===== src/rtl/crs_pkg.sv =====
// ----------------------------------------------------------------------------
// crs_pkg
// Shared types and codes for the collision risk screen: request and decision
// codes, register map, configuration bundle and controller/datapath links.
// ----------------------------------------------------------------------------
package crs_pkg;

  // request codes carried by req_type
  localparam logic [1:0] REQ_ADD_OBJECT   = 2'd0;
  localparam logic [1:0] REQ_ADD_OBSTACLE = 2'd1;
  localparam logic [1:0] REQ_CHECK        = 2'd2;

  // decision codes
  typedef enum logic [1:0] {
    DEC_CRUISE = 2'd0,
    DEC_BRAKE  = 2'd1,
    DEC_SLOW   = 2'd2
  } dec_t;

  // register map, word index (byte address / 4)
  localparam int          APB_AW            = 4;
  localparam logic [1:0]  REG_NEAR_DISTANCE = 2'd0;
  localparam logic [1:0]  REG_OBST_MARGIN   = 2'd1;
  localparam logic [1:0]  REG_SLOW_SPEED    = 2'd2;
  localparam logic [1:0]  REG_HORIZON       = 2'd3;

  // reset values
  localparam logic [15:0] NEAR_DISTANCE_RST = 16'd1280;   // 5.0 m
  localparam logic [15:0] OBST_MARGIN_RST   = 16'd512;    // 2.0 m
  localparam logic [15:0] SLOW_SPEED_RST    = 16'd3072;   // 12.0 m/s
  localparam logic [2:0]  HORIZON_RST       = 3'd2;

  typedef struct packed {
    logic [15:0] near_distance;
    logic [15:0] obstacle_margin;
    logic [15:0] slow_speed;
    logic [2:0]  horizon_seconds;
  } cfg_t;

  // controller state
  typedef enum logic [2:0] {
    ST_IDLE,
    ST_WALK_OBJ,
    ST_WALK_OBS,
    ST_DRAIN,
    ST_RESULT
  } state_t;

  // controller to datapath
  typedef struct packed {
    logic accept;     // request taken this cycle
    logic obj_rd;     // read object entry at obj_addr
    logic obs_rd;     // read obstacle entry at obs_addr
    logic load_out;   // move pending result into the output register
  } cmd_t;

  // datapath to controller
  typedef struct packed {
    logic pipe_busy;  // compare pipeline still holds entries
  } stat_t;

endpackage


===== src/rtl/crs_regs.sv =====
// ----------------------------------------------------------------------------
// crs_regs
// APB register file holding the screen thresholds and prediction horizon.
// ----------------------------------------------------------------------------
module crs_regs (
  input  logic                       clk,
  input  logic                       rst,
  input  logic                       psel,
  input  logic                       penable,
  input  logic                       pwrite,
  input  logic [crs_pkg::APB_AW-1:0] paddr,
  input  logic [31:0]                pwdata,
  output logic [31:0]                prdata,
  output logic                       pready,
  output crs_pkg::cfg_t              cfg
);
  import crs_pkg::*;

  logic       wr_en;
  logic [1:0] reg_sel;

  assign pready  = 1'b1;
  assign reg_sel = paddr[APB_AW-1:2];
  assign wr_en   = psel && penable && pwrite;

  // register writes
  always_ff @(posedge clk) begin
    if (rst) begin
      cfg.near_distance   <= NEAR_DISTANCE_RST;
      cfg.obstacle_margin <= OBST_MARGIN_RST;
      cfg.slow_speed      <= SLOW_SPEED_RST;
      cfg.horizon_seconds <= HORIZON_RST;
    end else if (wr_en) begin
      unique case (reg_sel)
        REG_NEAR_DISTANCE: cfg.near_distance   <= pwdata[15:0];
        REG_OBST_MARGIN:   cfg.obstacle_margin <= pwdata[15:0];
        REG_SLOW_SPEED:    cfg.slow_speed      <= pwdata[15:0];
        REG_HORIZON:       cfg.horizon_seconds <= pwdata[2:0];
      endcase
    end
  end

  // read mux
  always_comb begin
    unique case (reg_sel)
      REG_NEAR_DISTANCE: prdata = {16'd0, cfg.near_distance};
      REG_OBST_MARGIN:   prdata = {16'd0, cfg.obstacle_margin};
      REG_SLOW_SPEED:    prdata = {16'd0, cfg.slow_speed};
      REG_HORIZON:       prdata = {29'd0, cfg.horizon_seconds};
    endcase
  end

endmodule


===== config.mk =====
export PLATFORM = sky130hd
export DESIGN_NAME = crs_regs
export DESIGN_NICKNAME = d
export VERILOG_FILES = /design/src/rtl/crs_pkg.sv /design/src/rtl/crs_regs.sv
export SDC_FILE = /design/constraint.sdc
export NUM_CORES = 1
export LEC_CHECK = 0
export BUFFER_PORTS_ARGS = -buffer_cell sky130_fd_sc_hd__buf_2
export CORE_MARGIN = 5
export CORE_UTILIZATION = 46
export DETAILED_ROUTE_END_ITERATION = 16
export MAX_ROUTING_LAYER = met4
export PLACE_DENSITY = 0.86
export SLEW_MARGIN = 0
export SYNTH_ARGS = -nofsm -noshare
export SYNTH_HDL_FRONTEND = slang
export SYNTH_SLANG_ARGS = --single-unit
export TNS_END_PERCENT = 20

===== constraint.sdc =====
create_clock -name clk -period 1.32 [get_ports clk]
set_clock_uncertainty 0.05 [all_clocks]
set_input_delay 0.066 -clock clk [delete_from_list [all_inputs] [get_ports clk]]
set_output_delay 0.066 -clock clk [all_outputs]
set_load 0.03 [all_outputs]

; ---- After elaboration in Yosys (flattened, before gate mapping)
; Index checks and enable logic that the tools add are counted.
[totals]
output_inout_bits = 84
ramBits = 0
mem_bits_ro = 0
inputBits = 41
latch_bits = 0
mem_count = 0
reg_bits = 51
wordCells = 15
[classes]
bitwise_logic = 0
reduce_logical = 7
n_lt_le_gt_ge = 0
add_sub_neg = 0
n_shift = 0
mul = 0
mux = 1
n_eq_ne = 3
div_mod_pow = 0
[ops]
columns = cell, n
row1 = $pmux 32 s4, 1
row2 = $reduce_and 2->1, 4
row3 = $eq 2x2->1 const B, 2
row4 = $eq 2x1->1 const B, 1
row5 = $logic_and 1x1->1, 2
row6 = $logic_not 2->1, 1

; ---- Longest topological paths before layout
[logic_depth]
depth_word = 3
depth_mapped = 5
depth_no_buf = 3

; ---- Worst setup path before layout
; OpenSTA, ideal clock, no wires.
[synth_path]
path_kind = reg2out
startpoint = register cfg[29] (netlist bit)
endpoint = output prdata[10]
path_slack_ps = -108
arrival_time_ps = 1312
path_buffers = 0
path_stages_with_launch = 3
t_required_ps = 1204
cell_sequence = dfxtp_1 > mux2i_1 > o21ai_0
[synth_via]
elab_chain_len = 1
[synth_lines]
columns = item, line
row1 = from (decl), crs_regs.sv:15  ; output crs_pkg::cfg_t cfg
row2 = $pmux 32 s4, crs_regs.sv:45  ; unique case (reg_sel)
row3 = to (decl), crs_regs.sv:13  ; output logic [31:0] prdata,
; No other way between the ends. The select of a mux whose other input is x is not followed.

; ---- Worst setup path after layout
[layout_path]
startpoint = register cfg[1] (netlist bit)
endpoint = output prdata[1]
; The elaborated chain is that of the path after synthesis.

==> key figures <==
Logic synthesis
  – Primary FF master, synth: dfxtp_1
  – Cells after Synth: 262
  – Number of synthesized flops with an enable pin: 0
  – Synthesized area: between 2000 and 3000 µm²
  – Unique cell type count in the Yosys netlist: 27
  – #FFs+latches synth: 51
  – Syn_area_per_cell: between 10 and 15 µm²
  – Async S/R FF share, synth: 0%
  – Ys Warns: 0
  – Seq/Total Area, Yosys: roughly 40%

Global route
  – GR Overflow Total: 0
  – Total track usage: 17.7%
  – Largest net degree at the start of global routing: between 70 and 80
  – Vias in the first global route: just over 2000
  – Initial antenna violation count: 0
  – First-pass GRT wire length: approximately 10000 µm

Drt
  – Initial drt markers: 86
  – Pre-antenna DRT Iters: 4
  – Total Wirelength: 6390 µm
  – Via count: 2123
  – ANT nets after route: 0
  – DRC: 0
  – Routed wire per std cell: roughly 15 µm
  – Vias/cell: around 4.9

Worst setup path
  – CP arrival: 1260 ps
  – Crit path cell chain: mux4_2 > buf_6
  – Crit end category: output pin
  – Worst path buffer plus inverter count: 1
  – CP Max Fanout: 2
  – Worst Setup Start Kind: flop
  – Crit-path max cell delay: 470 ps
  – CP max stage cell: mux4_2
  – CP Data Required Time: 1200 ps
  – CP delay by family, top: multiplexers
  – Worst setup path category: flop to output pin

Layout
  – Share of layout cells above drive strength 1: between 30% and 40%
  – Fillcell total: around 480
  – Commonest non-fill, non-tap cell in the layout: buf_2
  – Largest register FFs: 51
  – Commonest non-fill, non-tap cells in the layout: buf_2 (82), mux2i_1 (63), nand2b_1 (43), dfxtp_1 (43), buf_4 (20)
  – Nets: around 400
  – Biggest regs: cfg: 51 flops
  – Final core occ: between 50% and 60%
  – Most flops, register: cfg
  – Finished Cell Area: approximately 3300 µm²
  – Ant diodes: 0
  – Synth-to-Final Area Change: 25.9%

Timing
  – Fmax: roughly 0.73 GHz
  – Fin crit period: approximately 1400 ps
  – Slew Limit Fails: 0
  – Period utilisation layout: 104%
  – Post-route setup slack: -58.8 ps
  – Setup TNS: -170 ps
  – Final setup vio count: 3
  – Unrepaired setup endpoints after global routing: yes
  – Final Hold Viols: 0

Floorplanning
  – Initial Util: ~48%
  – Row cnt: 27
  – Die W: about 85 µm
  – Die area: 7310 µm²
  – Die H: between 80 and 90 µm
  – Total core area: approximately 5500 µm²
  – Top Ports: about 130

Clock tree
  – CTS buffer count: 5
  – CTS root buffer: clkbuf_8
  – Clk buf depth: 2
  – Clock-pin slew on the worst setup and hold paths: 100 ps
  – Worst-Skew Late Latency: approximately 300 ps
  – CTS tree: done
  – H-Tree Level Count: 2
  – Clk sink count: between 50 and 60

Status
  – Failing checks: negative setup slack
  – Outcome: finished with violations

Power and ir drop
  – Power, Total: just under 3000 µW
  – Leak pwr: ~0.0017 µW
  – Max VDD drop: 0.477 mV
  – Pwr dens: 879 nW/µm²

Place
  – DP Area: around 3100 µm²
  – Global placer's final weighted congestion: roughly 0.74
  – Hpwl dp: 4750 µm
  – IO Port Bufs: 89

Run
  – MaxCap Viol Count: 0

Min path
  – HP Class: input pin to flop
logic make-up after synthesis:
group | after synthesis | synth area share (%)
compound gates | 15 | 3.10
buf+inv | 35 | 8.64
flops | 51 | 38.9
mux | 66 | 26.6
other cells | 2 | 0.287
simple gates | 93 | 22.4
routing by layer:
metal	global-route usage [%]	wire length, µm
met4	4.89	76
met2	29.7	3100
met1	21.3	2750
met5	-	0
met3	3.98	465
final timing paths:
kind	from	end	slack, ps	cells after the start
max	cfg[1]	prdata[1]	-60	2
max reg2reg	cfg[41]	cfg[41]	430	2
min reg2reg	cfg[2]	cfg[2]	440	2
min	pwdata[5]	cfg[8]	10	3
stage by stage:
stage / hold WS [ps] / std cells / setup slack, ps
floorplan: 134 / 277 / -108
global placement: 256 / 418 / 99.3
detailed placement: 266 / 418 / 54.7
CTS: 7.62 / 433 / -62.5
global route: 13.8 / 433 / -106
finish: 10.4 / 433 / -58.8
report_power, final:
group	internal [µW]	total, µW	switching (µW)	leakage (µW)
logic	166	451	285	0.00121
clock network	372	876	504	0.0000412
registers	1560	1570	15.2	0.000414
synth_stat cells (2+ instances only):
master,instances,area share (%)
buf_2,4,0.76
buf_4,20,5.7
buf_6,2,0.86
clkbuf_1,9,1.3
conb_1,2,0.29
dfxtp_1,51,39
mux2i_1,63,24
mux4_2,3,2.6
nand2_1,13,1.9
nand2b_1,43,10
nand2b_2,2,0.67
nor2_1,9,1.3
o21ai_0,13,2.5
or2b_1,4,1.1
or2b_2,12,4.0
worst register-to-register path: stages (launching register included):
cell and delay (ps):
dfxtp_1 360, or2b_2 300, mux2i_1 120
repair_timing:
item | in CTS | in global routing
hold endpoints to repair | 7 | 0
setup endpoints to repair | 3 | 7
cloned | 0 | 0
gates resized for setup | 13 | 8
buffers inserted | 2 | 0
hold buffers | 5 | 0
cell type report:
cell class	count	area (µm²)	share of cell area [%]
Multi-Input combinational cell	191	1430	43.3
Sequential cell	51	1030	31.2
Timing Repair Buffer	111	664	20.1
Tap cell	72	90.1	2.73
Clock buffer	6	72.6	2.20
Clock inverter	2	12.5	0.379
No activity file was read; power rests on OpenSTA's default activity.
