File: config.mk
export PLATFORM = sky130hd
export DESIGN_NAME = crs_ctrl
export DESIGN_NICKNAME = d
export VERILOG_FILES = /design/src/rtl/crs_pkg.sv /design/src/rtl/crs_ctrl.sv
export SDC_FILE = /design/constraint.sdc
export NUM_CORES = 1
export LEC_CHECK = 0
export BUFFER_PORTS_ARGS = -buffer_cell sky130_fd_sc_hd__buf_4
export CAP_MARGIN = 20
export CORE_ASPECT_RATIO = 1.4
export CORE_MARGIN = 1
export CORE_UTILIZATION = 35
export CTS_CLUSTER_SIZE = 10
export DETAILED_ROUTE_END_ITERATION = 6
export HOLD_SLACK_MARGIN = 0.08
export PLACE_DENSITY = 0.63
export SYNTH_ARGS = -nofsm -noshare
export SYNTH_HDL_FRONTEND = slang
export SYNTH_SLANG_ARGS = --single-unit
File: constraint.sdc
create_clock -name clk -period 2.6 [get_ports clk]
set_input_delay 0.13 -clock clk [delete_from_list [all_inputs] [get_ports clk]]
set_output_delay 0.13 -clock clk [all_outputs]
set_load 0.02 [all_outputs]
File: src/rtl/crs_pkg.sv
// ----------------------------------------------------------------------------
// crs_pkg
// Shared types and codes for the collision risk screen: request and decision
// codes, register map, configuration bundle and controller/datapath links.
// ----------------------------------------------------------------------------
package crs_pkg;

  // request codes carried by req_type
  localparam logic [1:0] REQ_ADD_OBJECT   = 2'd0;
  localparam logic [1:0] REQ_ADD_OBSTACLE = 2'd1;
  localparam logic [1:0] REQ_CHECK        = 2'd2;

  // decision codes
  typedef enum logic [1:0] {
    DEC_CRUISE = 2'd0,
    DEC_BRAKE  = 2'd1,
    DEC_SLOW   = 2'd2
  } dec_t;

  // register map, word index (byte address / 4)
  localparam int          APB_AW            = 4;
  localparam logic [1:0]  REG_NEAR_DISTANCE = 2'd0;
  localparam logic [1:0]  REG_OBST_MARGIN   = 2'd1;
  localparam logic [1:0]  REG_SLOW_SPEED    = 2'd2;
  localparam logic [1:0]  REG_HORIZON       = 2'd3;

  // reset values
  localparam logic [15:0] NEAR_DISTANCE_RST = 16'd1280;   // 5.0 m
  localparam logic [15:0] OBST_MARGIN_RST   = 16'd512;    // 2.0 m
  localparam logic [15:0] SLOW_SPEED_RST    = 16'd3072;   // 12.0 m/s
  localparam logic [2:0]  HORIZON_RST       = 3'd2;

  typedef struct packed {
    logic [15:0] near_distance;
    logic [15:0] obstacle_margin;
    logic [15:0] slow_speed;
    logic [2:0]  horizon_seconds;
  } cfg_t;

  // controller state
  typedef enum logic [2:0] {
    ST_IDLE,
    ST_WALK_OBJ,
    ST_WALK_OBS,
    ST_DRAIN,
    ST_RESULT
  } state_t;

  // controller to datapath
  typedef struct packed {
    logic accept;     // request taken this cycle
    logic obj_rd;     // read object entry at obj_addr
    logic obs_rd;     // read obstacle entry at obs_addr
    logic load_out;   // move pending result into the output register
  } cmd_t;

  // datapath to controller
  typedef struct packed {
    logic pipe_busy;  // compare pipeline still holds entries
  } stat_t;

endpackage

File: src/rtl/crs_ctrl.sv
// ----------------------------------------------------------------------------
// crs_ctrl
// Request sequencer: takes requests, walks the object and obstacle tables
// for a check, waits for the compare pipeline to empty and hands the result
// to the output register.
// ----------------------------------------------------------------------------
module crs_ctrl #(
  parameter int OBJECT_SLOTS   = 32,
  parameter int OBSTACLE_SLOTS = 32,
  parameter int OBJ_AW = (OBJECT_SLOTS > 1) ? $clog2(OBJECT_SLOTS) : 1,
  parameter int OBS_AW = (OBSTACLE_SLOTS > 1) ? $clog2(OBSTACLE_SLOTS) : 1,
  parameter int OBJ_CW = $clog2(OBJECT_SLOTS + 1),
  parameter int OBS_CW = $clog2(OBSTACLE_SLOTS + 1)
) (
  input  logic               clk,
  input  logic               rst,
  input  logic               req_valid,
  input  logic [1:0]         req_type,
  output logic               req_stall,
  output logic               rsp_valid,
  input  logic               rsp_stall,
  input  logic [OBJ_CW-1:0]  obj_count,
  input  logic [OBS_CW-1:0]  obs_count,
  input  crs_pkg::stat_t     stat,
  output crs_pkg::cmd_t      cmd,
  output logic [OBJ_AW-1:0]  obj_addr,
  output logic [OBS_AW-1:0]  obs_addr
);
  import crs_pkg::*;

  localparam int IW = (OBJ_CW > OBS_CW) ? OBJ_CW : OBS_CW;

  state_t        state, state_next;
  logic [IW-1:0] idx, idx_next;
  logic [IW-1:0] idx_inc;
  logic [IW-1:0] obj_cnt_e, obs_cnt_e;
  logic          obj_last, obs_last;
  logic          out_free;

  assign obj_cnt_e = IW'(obj_count);
  assign obs_cnt_e = IW'(obs_count);
  assign idx_inc   = idx + IW'(1);
  // last entry of a table, or an empty table
  assign obj_last  = (idx_inc >= obj_cnt_e);
  assign obs_last  = (idx_inc >= obs_cnt_e);
  assign out_free  = !rsp_valid || !rsp_stall;

  assign obj_addr  = idx[OBJ_AW-1:0];
  assign obs_addr  = idx[OBS_AW-1:0];

  // next state
  always_comb begin
    state_next = state;
    unique case (state)
      ST_IDLE: begin
        if (req_valid) begin
          state_next = (req_type == REQ_CHECK) ? ST_WALK_OBJ : ST_RESULT;
        end
      end
      ST_WALK_OBJ: begin
        if (obj_last) state_next = ST_WALK_OBS;
      end
      ST_WALK_OBS: begin
        if (obs_last) state_next = ST_DRAIN;
      end
      ST_DRAIN: begin
        if (!stat.pipe_busy) state_next = ST_RESULT;
      end
      ST_RESULT: begin
        if (out_free) state_next = ST_IDLE;
      end
      default: state_next = ST_IDLE;
    endcase
  end

  // walk index
  always_comb begin
    idx_next = '0;
    if ((state == ST_WALK_OBJ && !obj_last) || (state == ST_WALK_OBS && !obs_last)) begin
      idx_next = idx_inc;
    end
  end

  // commands
  always_comb begin
    req_stall    = (state != ST_IDLE);
    cmd.accept   = (state == ST_IDLE) && req_valid;
    cmd.obj_rd   = (state == ST_WALK_OBJ) && (idx < obj_cnt_e);
    cmd.obs_rd   = (state == ST_WALK_OBS) && (idx < obs_cnt_e);
    cmd.load_out = (state == ST_RESULT) && out_free;
  end

  always_ff @(posedge clk) begin
    if (rst) begin
      state     <= ST_IDLE;
      idx       <= '0;
      rsp_valid <= 1'b0;
    end else begin
      state <= state_next;
      idx   <= idx_next;
      if (cmd.load_out) begin
        rsp_valid <= 1'b1;
      end else if (!rsp_stall) begin
        rsp_valid <= 1'b0;
      end
    end
  end

endmodule

# Word-level counts from Yosys, hierarchy flattened
# Index checks and enable logic that the tools add are counted.
# classes
n_addsub	1
n_lt_le_gt_ge	4
eq_ne	11
muxes	9
bitwise_logic	1
reduce_logical	16
# ops
cell	count
$mux W3	6
$pmux W3 S5	1
$ge A6 B6 Y1	2
$lt A6 B6 Y1	2
$ne A2 B2 Y1 const B	5
$add A6 B1 Y6 const B	1
$eq A3 B2 Y1 const B	2
$logic_and A1 B1 Y1	6
$reduce_and A5 Y1	1
$logic_not A1 Y1	4
$eq A3 B1 Y1 const B	1
$eq A3 B3 Y1 const B	1
$logic_not A3 Y1	1
$reduce_bool A3 Y1	1
$eq A2 B2 Y1 const B	1
$logic_or A1 B1 Y1	2
$mux W1	2
$ne A2 B1 Y1 const B	1
$reduce_or A2 Y1	1
$not A1 Y1	1
# totals
ff_bits	10
inputBits	19
out_inout_bits	16
wordCells	45

# Logic depth before layout (Yosys ltp)
# Gate-level depths: netlist (run 1).
# depth
word_depth	7
depth_mapped	9
depth_no_buf	9

# Worst setup path after synthesis (run 1)
# No wires, ideal clock.
# synth_path
kind	register to register
from	register idx[0]
to	register state[1]
setup_ns	0.121
t_arrival_ns	2.164
t_required_ns	2.479
slack_ns	0.315
stages_incl_launch_ff	10
n_path_buf	0
synth_period_minus_slack_ns	2.285
cell_sequence	dfxtp_1 -> and3_1 -> nand3_1 -> xnor2_1 -> ha_1 -> and3_1 -> a2111oi_2 -> o21ai_1 -> nand3_2 -> mux2_2
# synth_between
elab_chain_cells	4
elab_cells_between_ends	6
cone_classes	add/sub (1); order compare (2); eq/ne (2); reduce/logical (1)
# synth_rtl
item	line	source
start, declared	crs_ctrl.sv:34	logic [IW-1:0] idx, idx_next;
start signal, assigned	crs_ctrl.sv:100	idx <= idx_next;
$add A6 B1 Y6 *	crs_ctrl.sv:42	assign idx_inc = idx + IW'(1);
via idx_inc[5]	crs_ctrl.sv:35	logic [IW-1:0] idx_inc;
$ge A6 B6 Y1, on equally long branches	crs_ctrl.sv:45, crs_ctrl.sv:44	
$ne A2 B2 Y1 (no line)	n/a	
$reduce_and A5 Y1 (no line) *	n/a	
end signal, assigned	crs_ctrl.sv:99	state <= state_next;
end, declared	crs_ctrl.sv:33	state_t state, state_next;
# The timed path passes the listed nets; every way through them passes the cells marked *.
# A chain may end at the register's enable or synchronous reset.

# Final worst setup path (run 1)
# layout_path
from	register idx[1]
to	register state[1]
# The elaborated chain is that of the path after synthesis.

==> results.json, run 1 <==
{
  "required_ns": 2.73,
  "drc": 0,
  "rows": 24,
  "crit_arrival_ns": 2.54,
  "dp.final_hpwl_um": 1990,
  "drive_above_1_share": 0.346,
  "p_per_area_mw_per_mm2": 544,
  "areaGrowthSynthToFinish_pct": 25.8,
  "wl_per_cell_um": 11.9,
  "ys_ff_latch": 10,
  "synth_top_area_cell": "ha_1",
  "dpl-instance-area_mm2": 0.00135,
  "skew_ns": 0.000784,
  "total_power_uw": 770,
  "maxSlewHeadroom": 0.765,
  "cts_root_buf": "clkbuf_8",
  "critPathKind": "flop to flop",
  "cts_setup_buffers": 0,
  "vias": 953,
  "setup_viol": 0,
  "final_max_slew_viol_count": 0,
  "synth_top_area_share": 0.278,
  "final_common_cell": "buf_4",
  "rsz0062_at_grt": "no",
  "viasPerCell": 4.89,
  "finalCritPeriodShare": 0.928,
  "cts_resized": 0,
  "period_needed_ns": 2.41,
  "fin_ws_ns": 0.187,
  "cts_buffers": 3,
  "grt_start_max_net_pins": 12,
  "fin_setup_tns_ns": 0,
  "start_util": 0.364,
  "grtUsageTotal": 0.148,
  "cp-end-kind": "flop",
  "hold_depth": 2,
  "ys_warn_count": 0,
  "ys_seq_area_frac": 0.178,
  "power.net_switching_uw": 284,
  "syn_inst": 129,
  "core_region_area_mm2": 0.00309,
  "final_area_mm2": 0.00142,
  "r2r_slack_ns": 0.19,
  "clock_power_share": 0.256,
  "critical_path.max_fanout": 6,
  "firstDrtPassIters": 2,
  "antenna_found_initial": 0,
  "synthesis.nets": 173,
  "overflow": 0,
  "grt_pass1_wl_um": 4010,
  "die_area_mm2": 0.00345,
  "yosys.cell_types.count": 34,
  "pre_cts_ws_ns": 0.134,
  "syn_area_per_cell_um2": 8.73,
  "cp_slowest_cell": "dfxtp_1",
  "io_buffers": 34,
  "max_cap_viol_count": 0,
  "numClockSinks": 10,
  "crit_chain": "ha_1, nand3_1, xnor2_2, ha_1, a21o_1, a211oi_1, o21ai_0, nand3_2, mux2_2",
  "ant_nets": 0,
  "dieWidth_um": 49.9,
  "die_y_um": 69.1,
  "drt_iter0_drc": 3,
  "timing.rr.end": "state[1]",
  "fin_nets": 201,
  "cp_common_cell": "ha_1",
  "insertion_delay_ns": 0.24,
  "first_global_vias": 1000,
  "most-common-layout-cells": "36 x buf_4, 25 x ha_1, 13 x inv_1, 10 x dfxtp_1",
  "max_freq_ghz": 0.414,
  "antennaDiodeCount": 0,
  "r2r_cells": 9,
  "p_sw_frac": 0.369,
  "min-delay-path-class": "input port to flop",
  "wl_um": 2320,
  "clkTransAtPathRegs_ns": 0.05,
  "peakVddDrop_mv": 0.357,
  "power.internal_uw": 486,
  "cts_hold_buf": 0,
  "clock_path_buffers": 2,
  "leakage_uw": 0.000780,
  "worst_pin_slew_ns": 0.348,
  "cts_tree": "done",
  "finalWeightedCongestion": 0.703,
  "pwr-share-comb": 0.458,
  "min_to": "rsp_valid",
  "worstReg2RegStart": "idx[1]",
  "synth_area_leaders": "ha_1 28%, dfxtp_1 18%, buf_4 7.3%",
  "crit_path_max_incr_delay_ns": 0.42,
  "mappedNetlistArea_mm2": 0.00113,
  "finalHoldViolCount": 0,
  "status": "complete, no violations",
  "cts_htree_levels": 1,
  "critPathLaunchType": "flop",
  "whs_ns": 0.125,
  "io_pins": 35,
  "p_seq_frac": 0.286,
  "hp-start": "rst"
}
stage by stage:
stage | util | instances
after floorplan | - | 129
after global placement | 0.435 | 191
after detailed placement | 0.435 | 191
after CTS | 0.453 | 195
after global routing | 0.458 | 195
final | 0.458 | 195
cell usage after synthesis (all sizes together):
| master | n |
|---|---|
| mux2i | 1 |
| nor2b | 9 |
| xor2 | 2 |
| and4b | 1 |
| buf | 13 |
| nand2b | 2 |
| or3 | 1 |
| o21ai | 6 |
| dfxtp | 10 |
| nor3 | 4 |
| a21oi | 4 |
| nand2 | 4 |
| nor2 | 4 |
| ha | 25 |
| a211o | 2 |
| a31oi | 4 |
| a2111oi | 1 |
| o21a | 2 |
| or3b | 2 |
| nand3 | 6 |
| inv | 13 |
| a21o | 4 |
| or2b | 1 |
| mux2 | 2 |
| a211oi | 1 |
| and3 | 2 |
| xnor2 | 3 |
worst max-delay path by stage:
stage / start / to
after floorplan: idx[0] / state[1]
after global routing: idx[1] / state[1]
after detailed placement: idx[1] / state[1]
final: idx[1] / state[1]
after CTS: idx[1] / state[1]
after global placement: idx[1] / state[2]
cell families after synthesis:
family	count (synthesis)	synth area share
and+or+nand+nor	36	0.196
buffers and inverters	26	0.131
adders and majority gates	25	0.278
AOI/OAI and AO/OA	24	0.150
DFF	10	0.178
xor gates and xnor gates	5	0.0389
muxes	3	0.0289
power groups by stage:
stage               Combinational (µW)  Clock [µW]  Sequential, µW
floorplan                          271           0             199
global placement                   346           0             219
detailed placement                 357           0             222
CTS                                358         205             219
global route                       389         215             228
finish                             353         197             220
routing by layer:
metal / vias to the layer above / part of all wire / GRT usage
li1: 494 / - / -
met1: 430 / 0.36 / 0.130
met2: 25 / 0.59 / 0.303
met3: 4 / 0.034 / 0.0331
met4: 0 / 0.0099 / 0.0540
met5: - / 0 / 0
critical path, delay by kind of cell (launching register included):
family                     cells  cell delay (ns)
DFF                            1             0.42
xor gates and xnor gates       1             0.18
and+or+nand+nor                2             0.28
muxes                          1             0.33
AOI/OAI and AO/OA              3             0.57
adders and majority gates      2             0.53
sequential cells by signal, summed over array words and instances, names as in the netlist:
name	count
state	3
idx	6
rsp_valid	1
layout make-up:
| type | instances | area [µm²] |
|---|---|---|
| tap | 39 | 48.8 |
| multi-input combinational | 93 | 793 |
| inverter | 13 | 48.8 |
| sequential | 10 | 200 |
| clock buffer | 4 | 55.1 |
| timing repair buffer | 36 | 270 |
| fill | 320 | 1680 |
No activity file was read; power rests on OpenSTA's default activity.
==> run 2, diff against run 1 <==
--- a/config.mk
+++ b/config.mk
@@ -5,6 +5,7 @@
 export SDC_FILE = /design/constraint.sdc
 export NUM_CORES = 1
 export LEC_CHECK = 0
+export ABC_AREA = 1
 export BUFFER_PORTS_ARGS = -buffer_cell sky130_fd_sc_hd__buf_4
 export CAP_MARGIN = 20
 export CORE_ASPECT_RATIO = 1.4
@@ -13,7 +14,7 @@
 export CTS_CLUSTER_SIZE = 10
 export DETAILED_ROUTE_END_ITERATION = 6
 export HOLD_SLACK_MARGIN = 0.08
-export PLACE_DENSITY = 0.63
+export PLACE_DENSITY = 0.62
 export SYNTH_ARGS = -nofsm -noshare
 export SYNTH_HDL_FRONTEND = slang
 export SYNTH_SLANG_ARGS = --single-unit
==> run 2 against run 1 <==
  * First-iteration DRC count grew to 2.7 times the previous value
  * Final cell count grew 25%
  * Combinational power grew 55%
  * Total power grew 20%
  * Worst setup slack gained 0.18 ns
  * Synthesized cell count grew 34%
  * Sequential share of layout area shrank 1.2 points
  * Utilization shrank 0.32 points
  * Clock-buffer cell count shrank 1
  * Flip-flop and latch count is the same
  * Area after synthesis grew 11%
==> results.json, run 2 <==
{
  "wl_met1_um": 990,
  "cts_hold_buf": 1,
  "pre_cts_ws_ns": 0.345,
  "cts_tree": "done",
  "fin_ws_ns": 0.366,
  "p_per_area_mw_per_mm2": 597,
  "ys_top_cells_by_count": "34 x inv_1, 34 x nand2_1, 25 x ha_1, 14 x nor2_1",
  "reg_top3": "idx (6), state (3), rsp_valid (1)",
  "cp-end-kind": "flop",
  "async_reset_ff_frac": 0,
  "status": "complete, no violations",
  "synthesis.nets": 217,
  "antenna_found_initial": 0,
  "drive_above_1_share": 0.300,
  "synth_top_area_share": 0.250,
  "grt_start_max_net_pins": 9,
  "fin_nets": 249,
  "mappedNetlistArea_mm2": 0.00125,
  "skew_ns": 0.00307,
  "synth_top_flop_cell": "dfxtp_1",
  "cts_setup_buffers": 0,
  "max_cap_viol_count": 0,
  "critical_path.max_fanout": 8,
  "dp.final_hpwl_um": 2180,
  "vias": 1084,
  "wl_um": 2450,
  "max_freq_ghz": 0.448,
  "min-delay-path-class": "input port to flop",
  "firstDrtPassIters": 4,
  "grt_pass1_wl_um": 4180,
  "dp_cells": 239,
  "synth_edf_count": 0,
  "ys_warn_count": 0,
  "io_buffers": 34,
  "drc": 0,
  "synth_top_area_cell": "ha_1",
  "grtUsageTotal": 0.148,
  "most-common-layout-cells": "36 x buf_4, 34 x inv_1, 34 x nand2_1, 25 x ha_1, 14 x nor2_1",
  "crit_arrival_ns": 2.39,
  "peakVddDrop_mv": 0.410,
  "synth_area_leaders": "ha_1 25%, dfxtp_1 16%, inv_1 10%",
  "yosys.cell_types.count": 22,
  "die_y_um": 72.8,
  "syn_area_per_cell_um2": 7.25,
  "start_util": 0.368,
  "ant_nets": 0,
  "areaGrowthSynthToFinish_pct": 23.7,
  "ys_seq_area_frac": 0.160,
  "antennaDiodeCount": 0,
  "leakage_uw": 0.000902,
  "finalCritPeriodShare": 0.859,
  "rsz0062_at_grt": "no",
  "clock_path_buffers": 2,
  "setup_viol": 0,
  "overflow": 0,
  "cts_buffers": 3,
  "ys_ff_latch": 10,
  "final_max_slew_viol_count": 0,
  "io_pins": 35,
  "cts_htree_levels": 1,
  "finalHoldViolCount": 0,
  "stdcell_count": 243,
  "largest_reg_flops": 6,
  "fin_setup_tns_ns": 0,
  "syn_inst": 173,
  "cts_root_buf": "clkbuf_8",
  "first_global_vias": 1042,
  "dieWidth_um": 52.6,
  "wl_met3_um": 101,
  "r2r_slack_ns": 0.37,
  "core_region_area_mm2": 0.00341,
  "drt_iter0_drc": 8,
  "critPathLaunchType": "flop",
  "final_common_cell": "buf_4",
  "insertion_delay_ns": 0.23,
  "clkTransAtPathRegs_ns": 0.05,
  "worst_pin_slew_ns": 0.297,
  "period_needed_ns": 2.23,
  "required_ns": 2.76,
  "regMostFlops": "idx",
  "route.met2.wl_um": 1340,
  "viasPerCell": 4.46,
  "finalWeightedCongestion": 0.791,
  "die_area_mm2": 0.00383,
  "wl_per_cell_um": 10.1,
  "numClockSinks": 10,
  "top_layer_used": "met4",
  "total_power_uw": 926,
  "rows": 25,
  "cts_resized": 0,
  "critPathKind": "flop to flop",
  "maxSlewHeadroom": 0.801
}
[run 2: changes by cell type after synthesis, moves of 3 or more]
cell	change
a21o_1	-3
nor2b_1	-5
nor3_1	-4
a31oi_1	-4
nand2_1	+30
xnor2_1	-3
nor2b_2	-4
nor2_2	+8
nand4_1	+6
o21ai_0	-5
inv_1	+21
nor2_1	+10
[run 2: cell type report]
class                           count  area (µm²)
Multi-Input combinational cell    118         845
Inverter                           35         134
Fill cell                         367        1860
Sequential cell                    10         200
Tap cell                           40        50.0
Clock buffer                        3        41.3
Timing Repair Buffer               37         280
[run 2: stage by stage]
step / instance area, µm² / hold WS [ns] / util
after floorplan: 1250 / 0.199 / -
after global placement: 1500 / 0.305 / 0.440
after detailed placement: 1500 / 0.302 / 0.440
after CTS: 1550 / 0.208 / 0.455
after global routing: 1550 / 0.230 / 0.455
final: 1550 / 0.212 / 0.455
[run 2: logic make-up after synthesis]
group / Yosys count / synth area share
AO/OA/AOI/OAI: 10 / 0.0529
XOR/XNOR: 3 / 0.0210
adder cells (fa/ha/maj): 25 / 0.250
buffers and inverters: 45 / 0.167
flip-flops: 10 / 0.160
AND/OR/NAND/NOR: 80 / 0.350
[run 2: final timing paths]
check | start | end | cells past startpoint
max | idx[0] | idx[2] | 12
max reg2reg | idx[0] | idx[2] | 12
min reg2reg | rsp_valid | rsp_valid | 2
min | rsp_stall | rsp_valid | 3
[run 2: layer usage]
metal	vias to the layer above	track usage
li1	599	-
met1	455	0.146
met2	28	0.288
met3	2	0.0438
met4	0	0.0380
met5	-	0
[run 2: worst max-delay path, cell delays in order (launching register included)]
cell,delay (ns)
dfxtp_1,0.46
nand3_1,0.16
nand3b_1,0.20
xor2_1,0.21
inv_1,0.12
ha_1,0.32
nand2_1,0.08
nand2_1,0.05
nor2_2,0.14
nand3_4,0.12
nand2_4,0.09
nand2_4,0.09
nor3_4,0.12
[run 2: power by group]
group | internal, µW | leakage (µW) | switching (µW) | total [µW]
clock network | 101 | 0.0000216 | 55.2 | 156
registers | 183 | 0.0000815 | 40.1 | 223
logic | 222 | 0.000799 | 324 | 547
==> run 3, diff against run 2 <==
--- a/config.mk
+++ b/config.mk
@@ -6,7 +6,7 @@
 export NUM_CORES = 1
 export LEC_CHECK = 0
 export ABC_AREA = 1
-export BUFFER_PORTS_ARGS = -buffer_cell sky130_fd_sc_hd__buf_4
+export BUFFER_PORTS_ARGS = -buffer_cell sky130_fd_sc_hd__buf_2
 export CAP_MARGIN = 20
 export CORE_ASPECT_RATIO = 1.4
 export CORE_MARGIN = 1
==> run 3 against run 2 <==
  * Hold slack lost 0.011 ns
  * Die area unchanged
  * Total power about the same
  * Non-clock buffer count down 1
==> results.json, run 3 (same netlist as run 2, synthesis figures left out) <==
{
  "start_util": 0.368,
  "cts_resized": 0,
  "timing.rr.end": "state[1]",
  "clock_path_buffers": 2,
  "startpoint": "idx[0]",
  "fin_nets": 248,
  "die_area_mm2": 0.00383,
  "utilization": 0.432,
  "pwr-share-comb": 0.549,
  "r2r_cells": 15,
  "setup.worst_path.end": "state[1]",
  "first_global_vias": 975,
  "critPathKind": "flop to flop",
  "largest_reg_flops": 6,
  "total_power_uw": 925,
  "cp_common_cell": "nand2_1",
  "finalCritPeriodShare": 0.853,
  "wl_per_cell_um": 9.95,
  "cts_tree": "done",
  "cp_slowest_cell": "dfxtp_1",
  "finalWeightedCongestion": 0.762,
  "ant_nets": 0,
  "r2r_slack_ns": 0.38,
  "crit_chain": "ha_1, nand2_1, inv_1, nand2_1, xor2_1, inv_1, ha_1, nand2_1, nor2_1, nand2_1, nand3_4, nand3_2, nand2_1, inv_1, nor2_1",
  "die_y_um": 72.8,
  "io_pins": 35,
  "clock_power_share": 0.210,
  "skew_ns": 0.00138,
  "viasPerCell": 4.49,
  "drc": 0,
  "most-common-layout-cells": "34 x inv_1, 34 x nand2_1, 34 x buf_2, 25 x ha_1, 14 x nor2_1",
  "core_region_area_mm2": 0.00341,
  "firstDrtPassIters": 4,
  "vias": 1090,
  "numClockSinks": 10,
  "wl_um": 2420,
  "period_needed_ns": 2.22,
  "cp-end-kind": "flop",
  "max_cap_viol_count": 0,
  "critical_path.top_delay_family": "simple AND/OR/NAND/NOR gates",
  "required_ns": 2.78,
  "antenna_found_initial": 0,
  "rsz0062_at_grt": "no",
  "finalHoldViolCount": 0,
  "final_max_slew_viol_count": 0,
  "fin_setup_tns_ns": 0,
  "p_seq_frac": 0.241,
  "grt_pass1_wl_um": 4050,
  "path_depth": 15,
  "rows": 25,
  "cts_buffers": 3,
  "whs_ns": 0.201,
  "dieWidth_um": 52.6,
  "worst-path-buf-inv": 3,
  "grtUsageTotal": 0.142,
  "max_freq_ghz": 0.451,
  "io_buffers": 34,
  "maxSlewHeadroom": 0.820,
  "power.net_switching_uw": 421,
  "grt_start_max_net_pins": 9,
  "dp.final_hpwl_um": 2160,
  "worst_pin_slew_ns": 0.270,
  "overflow": 0,
  "hold_depth": 3,
  "cts_htree_levels": 1,
  "status": "complete, no violations",
  "drt_iter0_drc": 9,
  "peakVddDrop_mv": 0.433,
  "clkTransAtPathRegs_ns": 0.05,
  "min-delay-path-class": "input port to flop",
  "fillers": 373,
  "antennaDiodeCount": 0,
  "drive_above_1_share": 0.300,
  "p_sw_frac": 0.455,
  "power.internal_uw": 504,
  "regMostFlops": "idx",
  "leakage_uw": 0.000887,
  "p_per_area_mw_per_mm2": 629,
  "critical_path.max_fanout": 8,
  "worstReg2RegStart": "idx[0]",
  "insertion_delay_ns": 0.23,
  "setup_viol": 0,
  "critPathLaunchType": "flop",
  "cts_root_buf": "clkbuf_8",
  "reg_top3": "idx (6), state (3), rsp_valid (1)",
  "areaGrowthSynthToFinish_pct": 17.4,
  "crit_arrival_ns": 2.39,
  "crit_path_max_incr_delay_ns": 0.46
}
-- run 3: changes by cell type in the layout (fill, tap and decap cells not counted), sizes merged --
cell	previous run	this run
buf	36	35
clkbuf	3	4
-- run 3: timing repair --
action	CTS	global route
hold buffers	1	0
setup buffers	0	0
endpoints found under the hold margin	1	0
-- run 3: per-stage QoR --
step / cell area [µm²] / worst slack, ns / cells
5_1_grt: 1470 / 0.153 / 243
4_1_cts: 1470 / 0.352 / 243
2_1_floorplan: 1250 / 0.541 / 173
3_5_place_dp: 1410 / 0.373 / 238
3_3_place_gp: 1410 / 0.408 / 238
6_report: 1470 / 0.383 / 243
-- run 3: metal layers --
metal,up-vias,track usage,wire (µm)
met1,454,0.145,995
met2,33,0.278,1270
met3,4,0.0375,100
met5,-,0,0
li1,599,-,-
met4,0,0.0234,50
-- run 3: power groups by stage --
| stage | combinational (µW) | sequential (µW) | clock [µW] |
|---|---|---|---|
| detailed placement | 514 | 226 | 0 |
| finish | 508 | 223 | 194 |
| floorplan | 405 | 226 | 0 |
| global placement | 512 | 225 | 0 |
| global route | 585 | 226 | 209 |
| CTS | 518 | 223 | 200 |
-- run 3: worst min path at each step --
stage / slack [ns] / from / to
after CTS: 0.20 / rsp_stall / rsp_valid
final: 0.20 / rsp_stall / rsp_valid
after global placement: 0.31 / rst / rsp_valid
after global routing: 0.22 / rsp_stall / rsp_valid
after detailed placement: 0.31 / rst / rsp_valid
after floorplan: 0.20 / rst / rsp_valid
-- run 3: tightest hold or removal path, cell delays in order --
cell and delay [ns]:
buf_2 0.10, nand2_1 0.09, a21oi_1 0.07
-- run 3: area by class of cell --
class                      instances  area [µm²]  share of cell area
multi-input combinational        118         845               0.574
sequential                        10         200               0.136
timing repair buffer              36         188               0.128
inverter                          35         134              0.0910
clock buffer                       4        55.1              0.0374
tap                               40        50.0              0.0340
